## config.mk

```make
export PLATFORM = sky130hd
export DESIGN_NAME = depth_pixel_backproject_split
export DESIGN_NICKNAME = d
export VERILOG_FILES = /design/src/hdl/dpbs_pkg.sv /design/src/hdl/depth_pixel_backproject_split.sv /design/src/hdl/dpbs_axis.sv
export SDC_FILE = /design/constraint.sdc
export NUM_CORES = 2
export LEC_CHECK = 0
export BUFFER_PORTS_ARGS = -buffer_cell sky130_fd_sc_hd__buf_2
export CAP_MARGIN = 20
export CORE_MARGIN = 2
export CORE_UTILIZATION = 55
export CTS_CLUSTER_SIZE = 8
export DETAILED_ROUTE_END_ITERATION = 8
export PLACE_DENSITY = 0.72
export SLEW_MARGIN = 10
export SYNTH_ARGS = -nofsm -noshare
export SYNTH_HDL_FRONTEND = slang
export SYNTH_SLANG_ARGS = --single-unit
```

## constraint.sdc

```tcl
create_clock -name clock -period 6.8 [get_ports clock]
set_input_delay 0.68 -clock clock [delete_from_list [all_inputs] [get_ports clock]]
set_output_delay 0.68 -clock clock [all_outputs]
set_load 0.02 [all_outputs]
```

## src/hdl/dpbs_pkg.sv

```systemverilog
package dpbs_pkg;

   localparam int MAX_WIDTH  = 1024;
   localparam int MAX_HEIGHT = 1024;

   localparam int PIX_W      = 10;
   localparam int HALF_W     = 12;
   localparam int DEPTH_W    = 16;
   localparam int INV_W      = 24;
   localparam int COORD_W    = 20;
   localparam int MARGIN_W   = 16;

   localparam int CSR_IDX_W  = 3;
   localparam int CSR_DATA_W = 24;

   localparam int PROD1_W    = HALF_W + DEPTH_W;
   localparam int PROD2_W    = PROD1_W + INV_W;
   localparam int FRAC_SHIFT = 25;

   localparam logic [CSR_IDX_W-1:0] CSR_CENTER_COL = 3'd0;
   localparam logic [CSR_IDX_W-1:0] CSR_CENTER_ROW = 3'd1;
   localparam logic [CSR_IDX_W-1:0] CSR_INV_FX     = 3'd2;
   localparam logic [CSR_IDX_W-1:0] CSR_INV_FY     = 3'd3;
   localparam logic [CSR_IDX_W-1:0] CSR_MARGIN     = 3'd4;

   localparam logic [HALF_W-1:0]   RST_CENTER_COL = 12'd639;
   localparam logic [HALF_W-1:0]   RST_CENTER_ROW = 12'd479;
   localparam logic [INV_W-1:0]    RST_INV_FX     = 24'd28926;
   localparam logic [INV_W-1:0]    RST_INV_FY     = 24'd28926;
   localparam logic [MARGIN_W-1:0] RST_MARGIN     = 16'd50;

   typedef struct packed {
      logic s1;
      logic s2;
      logic s3;
      logic s4;
   } stage_en_type;

endpackage

```

## src/hdl/depth_pixel_backproject_split.sv

```systemverilog
// Depth pixel back-projection with ground split.
// Request channel: one depth pixel per beat (row, column, depth, ground depth
// and their validity flags), accepted when req_valid is high and req_stall low.
// Response channel: one 3-D point per beat, taken when rsp_valid is high and
// rsp_stall low. A pixel with an invalid depth or ground depth, or outside the
// image, gives no response beat.
// Throughput: one pixel per clock while req_stall is low; the datapath is
// four register stages (offset, offset times depth, times reciprocal focal
// length, round and saturate) that each beat passes through in that order.
// Stalls: each stage holds when it is full and the one after it is held, so
// empty slots are squeezed out and req_stall rises only when all stages are
// full and rsp_stall holds the output.
// Reset (synchronous): pipeline emptied, registers back to their defaults.
// CSR writes: csr_write_en with csr_index and csr_write_data, one per cycle,
// to be done only while no pixel is in flight.
module depth_pixel_backproject_split
   import dpbs_pkg::*;
(
   input  logic                      clock,
   input  logic                      reset,

   input  logic                      req_valid,
   output logic                      req_stall,
   input  logic [PIX_W-1:0]          req_pixel_row,
   input  logic [PIX_W-1:0]          req_pixel_col,
   input  logic [DEPTH_W-1:0]        req_depth_mm,
   input  logic                      req_depth_valid,
   input  logic [DEPTH_W-1:0]        req_ground_mm,
   input  logic                      req_ground_valid,

   output logic                      rsp_valid,
   input  logic                      rsp_stall,
   output logic signed [COORD_W-1:0] rsp_point_x_mm,
   output logic signed [COORD_W-1:0] rsp_point_y_mm,
   output logic [DEPTH_W-1:0]        rsp_point_z_mm,
   output logic                      rsp_is_background,

   input  logic                      csr_write_en,
   input  logic [CSR_IDX_W-1:0]      csr_index,
   input  logic [CSR_DATA_W-1:0]     csr_write_data
);

   logic [HALF_W-1:0]   center_col_ff;
   logic [HALF_W-1:0]   center_row_ff;
   logic [INV_W-1:0]    inv_fx_ff;
   logic [INV_W-1:0]    inv_fy_ff;
   logic [MARGIN_W-1:0] margin_ff;

   stage_en_type        en;
   logic                req_accept;
   logic                v1_in;
   logic                v1_ff, v2_ff, v3_ff, rsp_valid_ff;
   logic [DEPTH_W-1:0]  diff;
   logic                bg1_in;
   logic                bg1_ff, bg2_ff, bg3_ff, bg4_ff;
   logic [DEPTH_W-1:0]  z1_ff, z2_ff, z3_ff, z4_ff;

   always_ff @(posedge clock) begin
      if (reset) begin
         center_col_ff <= RST_CENTER_COL;
         center_row_ff <= RST_CENTER_ROW;
         inv_fx_ff     <= RST_INV_FX;
         inv_fy_ff     <= RST_INV_FY;
         margin_ff     <= RST_MARGIN;
      end else if (csr_write_en) begin
         unique case (csr_index)
            CSR_CENTER_COL: center_col_ff <= csr_write_data[HALF_W-1:0];
            CSR_CENTER_ROW: center_row_ff <= csr_write_data[HALF_W-1:0];
            CSR_INV_FX:     inv_fx_ff     <= csr_write_data[INV_W-1:0];
            CSR_INV_FY:     inv_fy_ff     <= csr_write_data[INV_W-1:0];
            CSR_MARGIN:     margin_ff     <= csr_write_data[MARGIN_W-1:0];
            default: ;
         endcase
      end
   end

   // a stage moves when it is empty or the next one moves
   always_comb begin
      en.s4 = !rsp_valid_ff || !rsp_stall;
      en.s3 = !v3_ff || en.s4;
      en.s2 = !v2_ff || en.s3;
      en.s1 = !v1_ff || en.s2;
   end

   assign req_stall  = !en.s1;
   assign req_accept = req_valid && !req_stall;

   always_comb begin
      v1_in = req_accept && req_depth_valid && req_ground_valid
              && (int'(req_pixel_row) < MAX_HEIGHT)
              && (int'(req_pixel_col) < MAX_WIDTH);
      diff   = (req_depth_mm >= req_ground_mm) ? (req_depth_mm - req_ground_mm)
                                               : (req_ground_mm - req_depth_mm);
      bg1_in = diff < margin_ff;
   end

   always_ff @(posedge clock) begin
      if (reset) begin
         v1_ff        <= 1'b0;
         v2_ff        <= 1'b0;
         v3_ff        <= 1'b0;
         rsp_valid_ff <= 1'b0;
      end else begin
         if (en.s1) v1_ff        <= v1_in;
         if (en.s2) v2_ff        <= v1_ff;
         if (en.s3) v3_ff        <= v2_ff;
         if (en.s4) rsp_valid_ff <= v3_ff;
      end
   end

   always_ff @(posedge clock) begin
      if (en.s1) begin
         z1_ff  <= req_depth_mm;
         bg1_ff <= bg1_in;
      end
      if (en.s2) begin
         z2_ff  <= z1_ff;
         bg2_ff <= bg1_ff;
      end
      if (en.s3) begin
         z3_ff  <= z2_ff;
         bg3_ff <= bg2_ff;
      end
      if (en.s4) begin
         z4_ff  <= z3_ff;
         bg4_ff <= bg3_ff;
      end
   end

   dpbs_axis u_axis_x (
      .clock       (clock),
      .en          (en),
      .pix         (req_pixel_col),
      .center_half (center_col_ff),
      .depth       (req_depth_mm),
      .inv_focal   (inv_fx_ff),
      .coord       (rsp_point_x_mm)
   );

   dpbs_axis u_axis_y (
      .clock       (clock),
      .en          (en),
      .pix         (req_pixel_row),
      .center_half (center_row_ff),
      .depth       (req_depth_mm),
      .inv_focal   (inv_fy_ff),
      .coord       (rsp_point_y_mm)
   );

   assign rsp_valid         = rsp_valid_ff;
   assign rsp_point_z_mm    = z4_ff;
   assign rsp_is_background = bg4_ff;

`ifndef ASSERT_OFF
   // an empty output stage never holds off a request
   a_no_stall_when_empty: assert property (@(posedge clock) disable iff (reset)
      !rsp_valid_ff |-> !req_stall)
      else $error("request stalled with empty output stage");

   // a valid in-image pixel accepted always enters stage one
   a_accept_enters: assert property (@(posedge clock) disable iff (reset)
      (req_accept && req_depth_valid && req_ground_valid) |=> v1_ff)
      else $error("accepted pixel lost at stage one");

   // an invalid pixel never produces a stage-one entry
   a_invalid_dropped: assert property (@(posedge clock) disable iff (reset)
      (req_accept && (!req_depth_valid || !req_ground_valid)) |=> !v1_ff)
      else $error("invalid pixel entered the pipeline");

   // response taken with nothing behind it leaves the output empty
   a_drain: assert property (@(posedge clock) disable iff (reset)
      (rsp_valid_ff && !rsp_stall && !v3_ff) |=> !rsp_valid_ff)
      else $error("response beat repeated");
`endif

endmodule

```

## src/hdl/dpbs_axis.sv

```systemverilog
module dpbs_axis
   import dpbs_pkg::*;
(
   input  logic                      clock,
   input  stage_en_type              en,
   input  logic [PIX_W-1:0]          pix,
   input  logic [HALF_W-1:0]         center_half,
   input  logic [DEPTH_W-1:0]        depth,
   input  logic [INV_W-1:0]          inv_focal,
   output logic signed [COORD_W-1:0] coord
);

   localparam int SUM_W = PROD2_W + 1;
   localparam int RND_W = SUM_W - FRAC_SHIFT;
   localparam logic [RND_W-1:0] POS_MAX = RND_W'(2 ** (COORD_W - 1) - 1);
   localparam logic [RND_W-1:0] NEG_MAG = RND_W'(2 ** (COORD_W - 1));
   localparam logic [SUM_W-1:0] HALF_LSB = SUM_W'(2 ** (FRAC_SHIFT - 1));

   logic [HALF_W-1:0]   twice;
   logic [HALF_W-1:0]   mag_in, mag_ff;
   logic                neg1_in, neg1_ff;
   logic [DEPTH_W-1:0]  z1_ff;
   logic [PROD1_W-1:0]  prod1_in, prod1_ff;
   logic                neg2_ff;
   logic [PROD2_W-1:0]  prod2_in, prod2_ff;
   logic                neg3_ff;
   logic [SUM_W-1:0]    sum;
   logic [RND_W-1:0]    rnd;
   logic [RND_W-1:0]    mag_sat;
   logic [COORD_W-1:0]  coord_in, coord_ff;

   // stage 1: offset from centre in half pixels, sign and magnitude
   always_comb begin
      twice   = HALF_W'({pix, 1'b0});
      neg1_in = center_half > twice;
      mag_in  = neg1_in ? (center_half - twice) : (twice - center_half);
   end

   // stage 2: offset times depth
   assign prod1_in = PROD1_W'(mag_ff) * PROD1_W'(z1_ff);

   // stage 3: times reciprocal focal length
   assign prod2_in = PROD2_W'(prod1_ff) * PROD2_W'(inv_focal);

   // stage 4: round half away from zero, saturate
   always_comb begin
      sum = {1'b0, prod2_ff} + HALF_LSB;
      rnd = sum[SUM_W-1:FRAC_SHIFT];
      if (neg3_ff) begin
         mag_sat  = (rnd > NEG_MAG) ? NEG_MAG : rnd;
         coord_in = COORD_W'(0) - mag_sat[COORD_W-1:0];
      end else begin
         mag_sat  = (rnd > POS_MAX) ? POS_MAX : rnd;
         coord_in = mag_sat[COORD_W-1:0];
      end
   end

   always_ff @(posedge clock) begin
      if (en.s1) begin
         mag_ff  <= mag_in;
         neg1_ff <= neg1_in;
         z1_ff   <= depth;
      end
      if (en.s2) begin
         prod1_ff <= prod1_in;
         neg2_ff  <= neg1_ff;
      end
      if (en.s3) begin
         prod2_ff <= prod2_in;
         neg3_ff  <= neg2_ff;
      end
      if (en.s4) begin
         coord_ff <= coord_in;
      end
   end

   assign coord = signed'(coord_ff);

endmodule
```

==> impl_metrics.ini <==
[worst_setup_path]
cp_max_fo = 5
reg2reg_depth = 28
cp.depth = 28
critPathBufInv = 6
critPathTopFamily = adder cells
crit_arrival_ps = 7830
r2r-end = u_axis_y.prod2_ff[51]
cp-startpoint = u_axis_y.prod1_ff[8]
rrSetupSlack_ps = -620
critPathKind = flip-flop to flip-flop
reg2reg_from = u_axis_y.prod1_ff[8]
critPathLaunchType = flip-flop
cp_slowest_cell = fa_1
slowest_delay_ps = 630
crit_top_cell = fa_1
endpoint = u_axis_y.prod2_ff[51]
endpoint_kind = flip-flop
required_ps = 7220

[clock_tree]
cts-root-buf = clkbuf_16
clkSinkCount = 342
ctsLongestPathBuffers = 3
cts_buffers = 53
hold_buffers = 0
insertion_delay_ps = 700
clkTransAtPathRegs_ps = 60
htreeDepth = 2
cts_tree = done

[drt]
num_vias = 51960
drt_wl_total_mm = 185.6
first_pass_iters = 8
routed_via_density = 5.421
postRouteAntennaNets = 0
drc = 0
drt_iter0_drc = 4170
routedWlPerCell_microns = 19.36

[global_route]
grtUsageMet2_pct = 47.90
overflow = 0
antenna_found_initial = 11
gr-max-usage-layer = met2
met1_usage_pct = 39.61
grt_pass1_wl_mm = 299.7
grt_max_degree = 93
met3_usage_pct = 6.081
grt_util_all_layers_pct = 29.21
grt_pass1_vias = 55930

[floorplanning]
die_w_microns = 361.0
core_area_sq_um = 126100
rows = 130
dieArea_sq_um = 130300
initial_core_util_pct = 55.59
io_pins = 145
die_h_microns = 361.0

[final_layout]
syn_to_final_growth_pct = 11.58
postLayoutCellArea_sq_um = 78190
nNetsFinal = 9972
instances_no_fill = 9586
drive_gt1_share_pct = 11.66

[placement]
place_area_sq_um = 75240
hpwl_mm = 152.3
gp_congestion = 0.9424
portBuffers = 144
placed_cells = 9420

[yosys]
synth-async-reset-ratio_pct = 0
yosys.area.top_type_share_pct = 40.68
ys.flop_type = edfxtp_1
ys_seq_area_share_pct = 13.34
ys_seq_elements = 342
post-synth-top-area-cell = fa_1
synth_common_cells = 1667 x inv_1, 1424 x fa_1, 1147 x nand2_1
ys_top_cells_by_area = fa_1 41%, edfxtp_1 11%, ha_1 10%
synthCells = 7557
yosysMostFrequentCell = inv_1
avgSynthCellArea_sq_um = 9.273
syn_nets = 9637
netlist_area_sq_um = 70080
ys_warn_count = 0
synth-edff-count = 250
yosysUniqueCellTypes = 92

[timing]
hold_viol_final = 0
finalClockSkew_ps = 89.21
post-route-worst-setup-slack_ps = -615.1
fin_crit_ps = 7415
fin_setup_tns_ps = -15840
worst_pin_slew_ps = 1091
slew_violations = 0
fmax_mhz = 134.9
rsz0062_at_grt = true
setup_viol = 47
slew_headroom_pct = 27.28
timing.final.crit_share_pct = 109.0

[status]
outcome = finished, violations left
violations = negative setup slack

[worst_hold_path]
hold_class = input pin to flip-flop

[job]
drv_cap = 0
==> what timing repair did <==
action,CTS,global route
buffers inserted,43,32
gates cloned,1,0
pin swaps,64,41
endpoints found under the setup margin,43,54
resized for setup,118,68
==> cells by family after synthesis <==
kind of cell | after synthesis | synth area share [%]
fa+ha+maj | 1994 | 50.86
xor+xnor | 172 | 2.171
mux | 31 | 0.4589
buf+inv | 2040 | 10.96
compound gates | 537 | 5.010
simple gates | 2441 | 17.20
flops | 342 | 13.34
==> how the worst min path moves through the flow <==
stage,start,to,slack [ps],cells past startpoint
after CTS,req_depth_mm[15],u_axis_y.z1_ff[15],180,1
final,req_depth_mm[15],u_axis_y.z1_ff[15],220,1
after detailed placement,z3_ff[6],rsp_point_z_mm[6],400,0
after global routing,req_depth_mm[15],u_axis_y.z1_ff[15],210,1
after global placement,z2_ff[5],z3_ff[5],400,0
after floorplan,bg1_ff,bg2_ff,400,0
==> sequential cells by signal, indices dropped and copies added, names as in the netlist, 20 cells and up <==
| name | cells |
|---|---|
| inv_fy_ff | 24 |
| u_axis_y.coord | 20 |
| inv_fx_ff | 24 |
| u_axis_y.prod2_ff | 28 |
| u_axis_x.prod1_ff | 28 |
| u_axis_x.coord | 20 |
| u_axis_y.prod1_ff | 28 |
| u_axis_x.prod2_ff | 28 |
==> per-stage QoR <==
stage	hold WS, ps	setup slack (ps)	util, %
CTS	177.4	-480.5	61.62
global placement	402.8	-732.6	59.68
detailed placement	404.5	-797.5	59.68
finish	215.3	-615.1	62.03
global route	206.5	-791.4	62.03
floorplan	400.3	-247.3	-
==> cells in the final DEF (no fill, tap or decap), types with 19 or more instances in the layout <==
master     count
inv_1       1650
fa_1        1404
nand2_1     1136
and2_1       835
ha_1         557
buf_4        431
edfxtp_1     250
a21oi_1      170
buf_2        145
nor2_1       137
xnor2_1      106
o21ai_0       82
dfxtp_1       81
a21o_1        62
nand3_1       57
clkbuf_16     54
xor2_1        52
nor3_1        43
buf_6         40
and3_1        35
nand3b_1      34
buf_12        33
nor2b_1       31
o21a_1        29
clkbuf_1      27
mux2i_1       22
nand2b_1      20
fa_2          20
o31ai_1       19
==> layer usage <==
metal	part of all wire, %	up-vias
met1	41	26420
li1	-	23230
met5	0.032	-
met3	9.1	314
met2	47	1979
met4	2.9	10
==> area by class of cell <==
cell class                      count  area (sq um)
Clock buffer                       86          1521
Inverter                         1668          6264
Antenna cell                        2         5.005
Timing Repair Buffer              652          5130
Fill cell                       10240         47870
Sequential cell                   342          9365
Multi-Input combinational cell   5175         53730
Tap cell                         1650          2064
Clock inverter                     11         111.4
Power is left out: the tool's default activity adds up to more than one toggle a clock period on the data nets, which glitch-free logic cannot reach.
